--- config.mk ---
export PLATFORM = sky130hd
export DESIGN_NAME = box_axis_overlap_mtv
export DESIGN_NICKNAME = d
export VERILOG_FILES = /design/src/boxov_pkg.sv /design/src/box_axis_overlap_mtv.sv
export SDC_FILE = /design/constraint.sdc
export NUM_CORES = 2
export LEC_CHECK = 0
export BUFFER_PORTS_ARGS = -buffer_cell sky130_fd_sc_hd__buf_2
export CAP_MARGIN = 20
export CORE_ASPECT_RATIO = 1.2
export CORE_MARGIN = 2
export CORE_UTILIZATION = 34
export CTS_BUF_LIST = sky130_fd_sc_hd__clkbuf_4
export DETAILED_ROUTE_END_ITERATION = 8
export PLACE_DENSITY = 0.51
export SYNTH_ARGS = -nofsm -noshare
export SYNTH_HDL_FRONTEND = slang
export SYNTH_SLANG_ARGS = --single-unit
--- constraint.sdc ---
create_clock -name aclk -period 24.2 [get_ports aclk]
set_input_delay 0 -clock aclk [delete_from_list [all_inputs] [get_ports aclk]]
set_output_delay 0 -clock aclk [all_outputs]
set_load 0.01 [all_outputs]
--- src/boxov_pkg.sv ---
// shared constants, widths and a helper for the box overlap test block
package boxov_pkg;

    // fixed-point configuration
    localparam int ROT_FRAC_BITS = 14;
    localparam int POS_WIDTH     = 32;

    // field widths of one input word
    localparam int AXIS_W = 2;
    localparam int CTR_W  = 31;
    localparam int ROW_W  = 16;
    localparam int HE_W   = 29;

    // field widths of one result word
    localparam int DEPTH_W = 32;

    // packed stream widths
    localparam int S_FIELDS_W = CTR_W + 3 * ROW_W + 3 * HE_W;
    localparam int S_DATA_W   = ((S_FIELDS_W + 7) / 8) * 8;
    localparam int S_USER_W   = AXIS_W + 1;
    localparam int M_FIELDS_W = 1 + AXIS_W + DEPTH_W;
    localparam int M_DATA_W   = ((M_FIELDS_W + 7) / 8) * 8;

    // datapath widths
    localparam int MAG_W  = ROW_W;
    localparam int PROD_W = MAG_W + HE_W;
    localparam int SUM_W  = PROD_W + 2;
    localparam int RAD_W  = SUM_W - ROT_FRAC_BITS;
    localparam int END_W  = POS_WIDTH + 1;
    localparam int CW_A   = (CTR_W > RAD_W + 1) ? CTR_W : RAD_W + 1;
    localparam int CW_B   = (CW_A > END_W) ? CW_A : END_W;
    localparam int CW     = CW_B + 1;
    localparam int DW     = (END_W + 1 > DEPTH_W + 2) ? END_W + 1 : DEPTH_W + 2;

    // world axis codes
    localparam logic [AXIS_W-1:0] AXIS_X       = 2'd0;
    localparam logic [AXIS_W-1:0] AXIS_Y       = 2'd1;
    localparam logic [AXIS_W-1:0] AXIS_Z       = 2'd2;
    localparam logic [AXIS_W-1:0] AXIS_INVALID = 2'd3;

    // magnitude of a signed rotation element, most negative code maps to 2^15
    function automatic logic [MAG_W-1:0] row_mag(input logic [ROW_W-1:0] v);
        row_mag = v[ROW_W-1] ? (~v + 1'b1) : v;
    endfunction

endpackage

--- src/box_axis_overlap_mtv.sv ---
// box overlap test on world axes with minimum translation vector
//
// Input words arrive on the s_axis channel, six per box pair: axis x, y, z in
// turn, the first box's word before the second box's word on each axis. Each
// word carries the box centre on that axis, the rotation row and the three
// half extents. After the second box's word on axis z one result word leaves
// on the m_axis channel with collides, push_axis and push_depth; axis and
// depth are zero when the boxes are apart. Words with axis code 3 are dropped.
// The input handshake edge loads the input register, and m_axis_tvalid rises
// when the result register is loaded from it through the projection
// multipliers, interval compare and best-overlap select. One word is taken
// every cycle while the input side is not held; the output register parts
// the two sides, so a stalled receiver only holds the input side when the
// word waiting in the input register would produce a result. Synchronous
// active-low reset empties both registers and clears the running best
// overlap and the stored interval.
module box_axis_overlap_mtv (
    input  logic                          aclk,
    input  logic                          aresetn,
    // fields: center_coord, row_elem_x, row_elem_y, row_elem_z,
    //         half_ext_x, half_ext_y, half_ext_z, zero pad
    input  logic [boxov_pkg::S_DATA_W-1:0] s_axis_tdata,
    // fields: axis_index, second_box
    input  logic [boxov_pkg::S_USER_W-1:0] s_axis_tuser,
    input  logic                          s_axis_tvalid,
    output logic                          s_axis_tready,
    // fields: collides, push_axis, push_depth, zero pad
    output logic [boxov_pkg::M_DATA_W-1:0] m_axis_tdata,
    output logic                          m_axis_tvalid,
    input  logic                          m_axis_tready
);

    localparam int AXIS_W  = boxov_pkg::AXIS_W;
    localparam int CTR_W   = boxov_pkg::CTR_W;
    localparam int ROW_W   = boxov_pkg::ROW_W;
    localparam int HE_W    = boxov_pkg::HE_W;
    localparam int MAG_W   = boxov_pkg::MAG_W;
    localparam int PROD_W  = boxov_pkg::PROD_W;
    localparam int SUM_W   = boxov_pkg::SUM_W;
    localparam int RAD_W   = boxov_pkg::RAD_W;
    localparam int END_W   = boxov_pkg::END_W;
    localparam int CW      = boxov_pkg::CW;
    localparam int DW      = boxov_pkg::DW;
    localparam int DEPTH_W = boxov_pkg::DEPTH_W;
    localparam int POS_W   = boxov_pkg::POS_WIDTH;
    localparam int M_PAD_W = boxov_pkg::M_DATA_W - boxov_pkg::M_FIELDS_W;

    // saturation limits
    localparam logic signed [CW-1:0] END_MAX_W = {{(CW - POS_W){1'b0}}, {POS_W{1'b1}}};
    localparam logic signed [CW-1:0] END_MIN_W = ~END_MAX_W;
    localparam logic signed [END_W-1:0] END_MAX = {1'b0, {POS_W{1'b1}}};
    localparam logic signed [END_W-1:0] END_MIN = ~END_MAX;
    localparam logic signed [DW-1:0] DEPTH_MAX_W = {{(DW - DEPTH_W){1'b0}}, {DEPTH_W{1'b1}}};

    // input register
    logic                     in_valid_reg, in_valid_next;
    logic [AXIS_W-1:0]        in_axis_reg;
    logic                     in_second_reg;
    logic [CTR_W-1:0]         in_center_reg;
    logic [ROW_W-1:0]         in_rx_reg, in_ry_reg, in_rz_reg;
    logic [HE_W-1:0]          in_hx_reg, in_hy_reg, in_hz_reg;

    // running state
    logic signed [END_W-1:0]  first_low_reg, first_low_next;
    logic signed [END_W-1:0]  first_high_reg, first_high_next;
    logic [DEPTH_W-1:0]       best_depth_reg, best_depth_next;
    logic [AXIS_W-1:0]        best_axis_reg, best_axis_next;
    logic                     apart_seen_reg, apart_seen_next;

    // result register
    logic                     m_valid_reg, m_valid_next;
    logic                     m_collides_reg, m_collides_next;
    logic [AXIS_W-1:0]        m_axis_reg, m_axis_next;
    logic [DEPTH_W-1:0]       m_depth_reg, m_depth_next;

    // datapath
    logic [MAG_W-1:0]         mag_x, mag_y, mag_z;
    logic [PROD_W-1:0]        prod_x, prod_y, prod_z;
    logic [SUM_W-1:0]         proj_sum;
    logic [RAD_W-1:0]         radius;
    logic signed [CW-1:0]     centre_w, radius_w, lo_raw, hi_raw;
    logic signed [END_W-1:0]  lo, hi, ov_hi, ov_lo;
    logic signed [DW-1:0]     ov;
    logic                     ov_pos;
    logic [DEPTH_W-1:0]       depth;
    logic                     item_ok, emits, stall, go, s_accept;
    logic                     apart_now;
    logic [DEPTH_W-1:0]       best_depth_now;
    logic [AXIS_W-1:0]        best_axis_now;

    // handshake
    assign item_ok       = in_axis_reg != boxov_pkg::AXIS_INVALID;
    assign emits         = item_ok && in_second_reg && (in_axis_reg == boxov_pkg::AXIS_Z);
    assign stall         = in_valid_reg && emits && m_valid_reg && !m_axis_tready;
    assign go            = in_valid_reg && !stall && item_ok;
    assign s_axis_tready = !in_valid_reg || !stall;
    assign s_accept      = s_axis_tvalid && s_axis_tready;

    // projected radius
    assign mag_x    = boxov_pkg::row_mag(in_rx_reg);
    assign mag_y    = boxov_pkg::row_mag(in_ry_reg);
    assign mag_z    = boxov_pkg::row_mag(in_rz_reg);
    assign prod_x   = PROD_W'(mag_x) * PROD_W'(in_hx_reg);
    assign prod_y   = PROD_W'(mag_y) * PROD_W'(in_hy_reg);
    assign prod_z   = PROD_W'(mag_z) * PROD_W'(in_hz_reg);
    assign proj_sum = SUM_W'(prod_x) + SUM_W'(prod_y) + SUM_W'(prod_z);
    assign radius   = proj_sum[SUM_W-1:boxov_pkg::ROT_FRAC_BITS];

    // box interval with saturated ends
    assign centre_w = CW'(signed'(in_center_reg));
    assign radius_w = signed'(CW'(radius));
    assign lo_raw   = centre_w - radius_w;
    assign hi_raw   = centre_w + radius_w;

    always_comb begin
        if (lo_raw > END_MAX_W) begin
            lo = END_MAX;
        end else if (lo_raw < END_MIN_W) begin
            lo = END_MIN;
        end else begin
            lo = lo_raw[END_W-1:0];
        end
        if (hi_raw > END_MAX_W) begin
            hi = END_MAX;
        end else if (hi_raw < END_MIN_W) begin
            hi = END_MIN;
        end else begin
            hi = hi_raw[END_W-1:0];
        end
    end

    // overlap against the stored first-box interval
    assign ov_hi  = (hi < first_high_reg) ? hi : first_high_reg;
    assign ov_lo  = (lo > first_low_reg) ? lo : first_low_reg;
    assign ov     = DW'(ov_hi) - DW'(ov_lo);
    assign ov_pos = !ov[DW-1] && (ov != '0);
    assign depth  = (ov > DEPTH_MAX_W) ? {DEPTH_W{1'b1}} : ov[DEPTH_W-1:0];

    // best overlap including this word
    always_comb begin
        apart_now      = apart_seen_reg;
        best_depth_now = best_depth_reg;
        best_axis_now  = best_axis_reg;
        if (!ov_pos) begin
            apart_now = 1'b1;
        end else if (depth < best_depth_reg) begin
            best_depth_now = depth;
            best_axis_now  = in_axis_reg;
        end
    end

    // next state
    always_comb begin
        in_valid_next    = in_valid_reg;
        first_low_next   = first_low_reg;
        first_high_next  = first_high_reg;
        best_depth_next  = best_depth_reg;
        best_axis_next   = best_axis_reg;
        apart_seen_next  = apart_seen_reg;
        m_valid_next     = m_valid_reg && !m_axis_tready;
        m_collides_next  = m_collides_reg;
        m_axis_next      = m_axis_reg;
        m_depth_next     = m_depth_reg;

        if (s_accept) begin
            in_valid_next = 1'b1;
        end else if (in_valid_reg && !stall) begin
            in_valid_next = 1'b0;
        end

        if (go) begin
            if (!in_second_reg) begin
                first_low_next  = lo;
                first_high_next = hi;
            end else if (emits) begin
                m_valid_next    = 1'b1;
                m_collides_next = !apart_now;
                m_axis_next     = apart_now ? boxov_pkg::AXIS_X : best_axis_now;
                m_depth_next    = apart_now ? '0 : best_depth_now;
                best_depth_next = {DEPTH_W{1'b1}};
                best_axis_next  = boxov_pkg::AXIS_X;
                apart_seen_next = 1'b0;
            end else begin
                best_depth_next = best_depth_now;
                best_axis_next  = best_axis_now;
                apart_seen_next = apart_now;
            end
        end
    end

    // control and running state
    always_ff @(posedge aclk) begin
        if (!aresetn) begin
            in_valid_reg   <= 1'b0;
            m_valid_reg    <= 1'b0;
            first_low_reg  <= '0;
            first_high_reg <= '0;
            best_depth_reg <= {DEPTH_W{1'b1}};
            best_axis_reg  <= boxov_pkg::AXIS_X;
            apart_seen_reg <= 1'b0;
        end else begin
            in_valid_reg   <= in_valid_next;
            m_valid_reg    <= m_valid_next;
            first_low_reg  <= first_low_next;
            first_high_reg <= first_high_next;
            best_depth_reg <= best_depth_next;
            best_axis_reg  <= best_axis_next;
            apart_seen_reg <= apart_seen_next;
        end
    end

    // input word capture
    always_ff @(posedge aclk) begin
        if (s_accept) begin
            in_axis_reg   <= s_axis_tuser[AXIS_W-1:0];
            in_second_reg <= s_axis_tuser[AXIS_W];
            in_center_reg <= s_axis_tdata[CTR_W-1:0];
            in_rx_reg     <= s_axis_tdata[CTR_W +: ROW_W];
            in_ry_reg     <= s_axis_tdata[CTR_W + ROW_W +: ROW_W];
            in_rz_reg     <= s_axis_tdata[CTR_W + 2 * ROW_W +: ROW_W];
            in_hx_reg     <= s_axis_tdata[CTR_W + 3 * ROW_W +: HE_W];
            in_hy_reg     <= s_axis_tdata[CTR_W + 3 * ROW_W + HE_W +: HE_W];
            in_hz_reg     <= s_axis_tdata[CTR_W + 3 * ROW_W + 2 * HE_W +: HE_W];
        end
    end

    // result payload
    always_ff @(posedge aclk) begin
        m_collides_reg <= m_collides_next;
        m_axis_reg     <= m_axis_next;
        m_depth_reg    <= m_depth_next;
    end

    assign m_axis_tvalid = m_valid_reg;
    assign m_axis_tdata  = {{M_PAD_W{1'b0}}, m_depth_reg, m_axis_reg, m_collides_reg};

endmodule

==> metrics.csv <==
stage;metric;value;unit
yosys;synth_compound_area_frac;0.0759;
cells_and_area;register_area;8190;sq um
grt;grt_pass1_vias;53000;
detailed_routing;vias_per_cell;4.87;
detailed_routing;drtPass1Iterations;5;
run;drv_cap;0;
cts;cts_made_buffers;97;
critical_path;crit_path_end_kind;flip-flop;
cts;root_buffer;clkbuf_4;
cells_and_area;nFillCells;19300;
grt;antenna_found_initial;6;
critical_path;cp_common_cell;fa_1;
critical_path;worstSetupStartpointType;flip-flop;
sta;min_period;22850;ps
yosys;synth_common_cells;inv_1 (1537), fa_1 (1307), nand2_1 (1019);
yosys;synth_top_family_by_area;adder cells;
detailed_routing;totalWireLength;187000;um
cts;insertion_delay;1180;ps
cells_and_area;multiInputGateArea;49500;sq um
critical_path;slowest_delay;590;ps
sta;setup_tns;0;ps
sta;final.setup_skew;136;ps
yosys;synth-edff-count;204;
yosys;synth_simple_gate_area_frac;0.154;
cts;cts_sinks;307;
yosys;synth_fa_ha_area_frac;0.501;
cts;cts_setup_buffers;0;
sta;fin_crit_sh;0.944;
floorplan;dieHeight;481;um
floorplan;die_area;193000;sq um
yosys;synth_top_area_frac;0.406;
yosys;avgSynthCellArea;9.23;sq um
yosys;yosys.area.top_type;fa_1;
grt;grt_pass1_wl;300000;um
worst_hold_path;hold_depth;3;
cts;path_clk_slew;70;ps
sta;setup_slack;1350;ps
grt;grt_usage;0.199;
critical_path;reg2reg_depth;80;
yosys;yosys_warnings;0;
grt;grt_max_degree;109;
placed_design;hpwl;156000;um
detailed_routing;vias;48600;
detailed_routing;wl_per_cell;18.7;um
yosys;syn-cell-area;64400;sq um
worst_hold_path;hold_class;in -> reg;
cells_and_area;fin_nets;9385;
placed_design;port_buffers;209;
yosys;synth_seq_cells;307;
placed_design;place_congestion;0.866;
cells_and_area;drive_above_1_share;0.0813;
detailed_routing;drt-initial-drc-count;2475;
status;status;finished clean;
yosys;synth_most_common_cell;inv_1;
yosys;ys_top_cells_by_area;fa_1 (41%), ha_1 (9.5%), edfxtp_1 (9.5%);
yosys;synthCells;6980;
sta;rsz0062_at_grt;no;
cells_and_area;final_util;0.389;
placed_design;place_area;68500;sq um
sta;worst_pin_slew;1100;ps
critical_path;critPathMaxFanout;40;
placed_design;place_ws;1530;ps
floorplan;rows;175;
floorplan;core;189000;sq um
detailed_routing;drtAntennaViolNets;0;
grt;grt_remaining_overflow;0;
critical_path;crit_type;reg -> reg;
sta;slew_headroom;0.248;
cts;h-tree-depth;3;
yosys;ys_types;92;
critical_path;cp.required;25120;ps
sta;max_clock_freq;43.8;MHz
yosys;yosys.area_share.xor_xnor;0.0213;
yosys;synthMuxAreaShare;0.00918;
critical_path;cp.arrival;23760;ps
floorplan;die_w;401;um
cts;cts_tree;built;
sta;drv_slew;0;
cts;cts_buffer_depth;3;
critical_path;crit_slowest_cell;o311ai_0;
sta;hold_viol;0;
cells_and_area;final_area;73500;sq um
yosys;synth_ff_type;edfxtp_1;
sta;finalSetupViolations;0;
floorplan;ioPinCount;217;
detailed_routing;drc;0;
cells_and_area;syn2layout_area_growth;14.0;%
yosys;ys_async_sr_fraction;0;
yosys;seq_area_frac_synth;0.127;
floorplan;start_util;0.341;
[worst max-delay path: cells and delay by family (launching register included)]
kind | cells | cell delay, ps
AO/OA/AOI/OAI | 39 | 10050
XOR/XNOR | 2 | 380
adder cells (fa/ha/maj) | 14 | 6190
buffers and inverters | 11 | 2000
AND/OR/NAND/NOR | 14 | 3650
flip-flops | 1 | 350
[stage by stage]
stage,hold slack (ps),instances
detailed placement,178,9423
finish,143,9979
global route,81.9,9978
floorplan,98.9,6984
global placement,178,9423
CTS,0.394,9970
[area by class of cell]
class,instances,share of cell area
antenna,7,0.000238
clock buffer,131,0.0134
clock inverter,49,0.00339
inverter,1538,0.0786
multi-input combinational,4783,0.674
sequential,307,0.111
tap,2478,0.0422
timing repair buffer,686,0.0769
[cells by family (layout without fill, tap and decap cells)]
kind of cell	count (synthesis)	in the layout
buf+inv	1894	2404
mux	55	55
other cells	1	12
compound gates	707	707
fa+ha+maj	1797	1797
xor+xnor	157	157
simple gates	2062	2062
flops	307	307
[routing by layer]
metal  wire length [um]  track usage  share of wire
met1              75900        0.245           0.41
met2              99500        0.369           0.53
met3               6390       0.0192          0.034
met4               4750       0.0555          0.025
met5                 41            0        0.00022
[worst paths after layout]
kind / start / end / slack [ps]
max: in_rz_reg[0] / m_depth_reg[7] / 1350
min: s_axis_tuser[1] / in_axis_reg[1] / 140
max reg2reg: in_rz_reg[0] / m_depth_reg[7] / 1350
min reg2reg: best_axis_reg[1] / best_axis_reg[1] / 430
[cell usage in the layout, fill, tap and decap left out, types with 102 or more instances in the layout]
cell type,Yosys,final
clkbuf_4,0,131
buf_2,13,209
o21ai_0,146,143
nor2b_1,159,158
nand2_1,1019,1019
ha_1,490,490
buf_4,10,102
a21oi_1,147,145
nor2_1,192,192
inv_1,1537,1537
dfxtp_1,103,103
fa_1,1307,1307
edfxtp_1,204,204
dlygate4sd3_1,0,367
and2_1,395,395
[timing repair]
item / CTS / global route
setup endpoints to repair: 0 / 1
endpoints found under the hold margin: 391 / 0
gates resized for setup: 0 / 1
hold buffers: 367 / 0
Power is not shown: default switching activity piles up to over one toggle a cycle in this logic, so the estimate is an artifact.
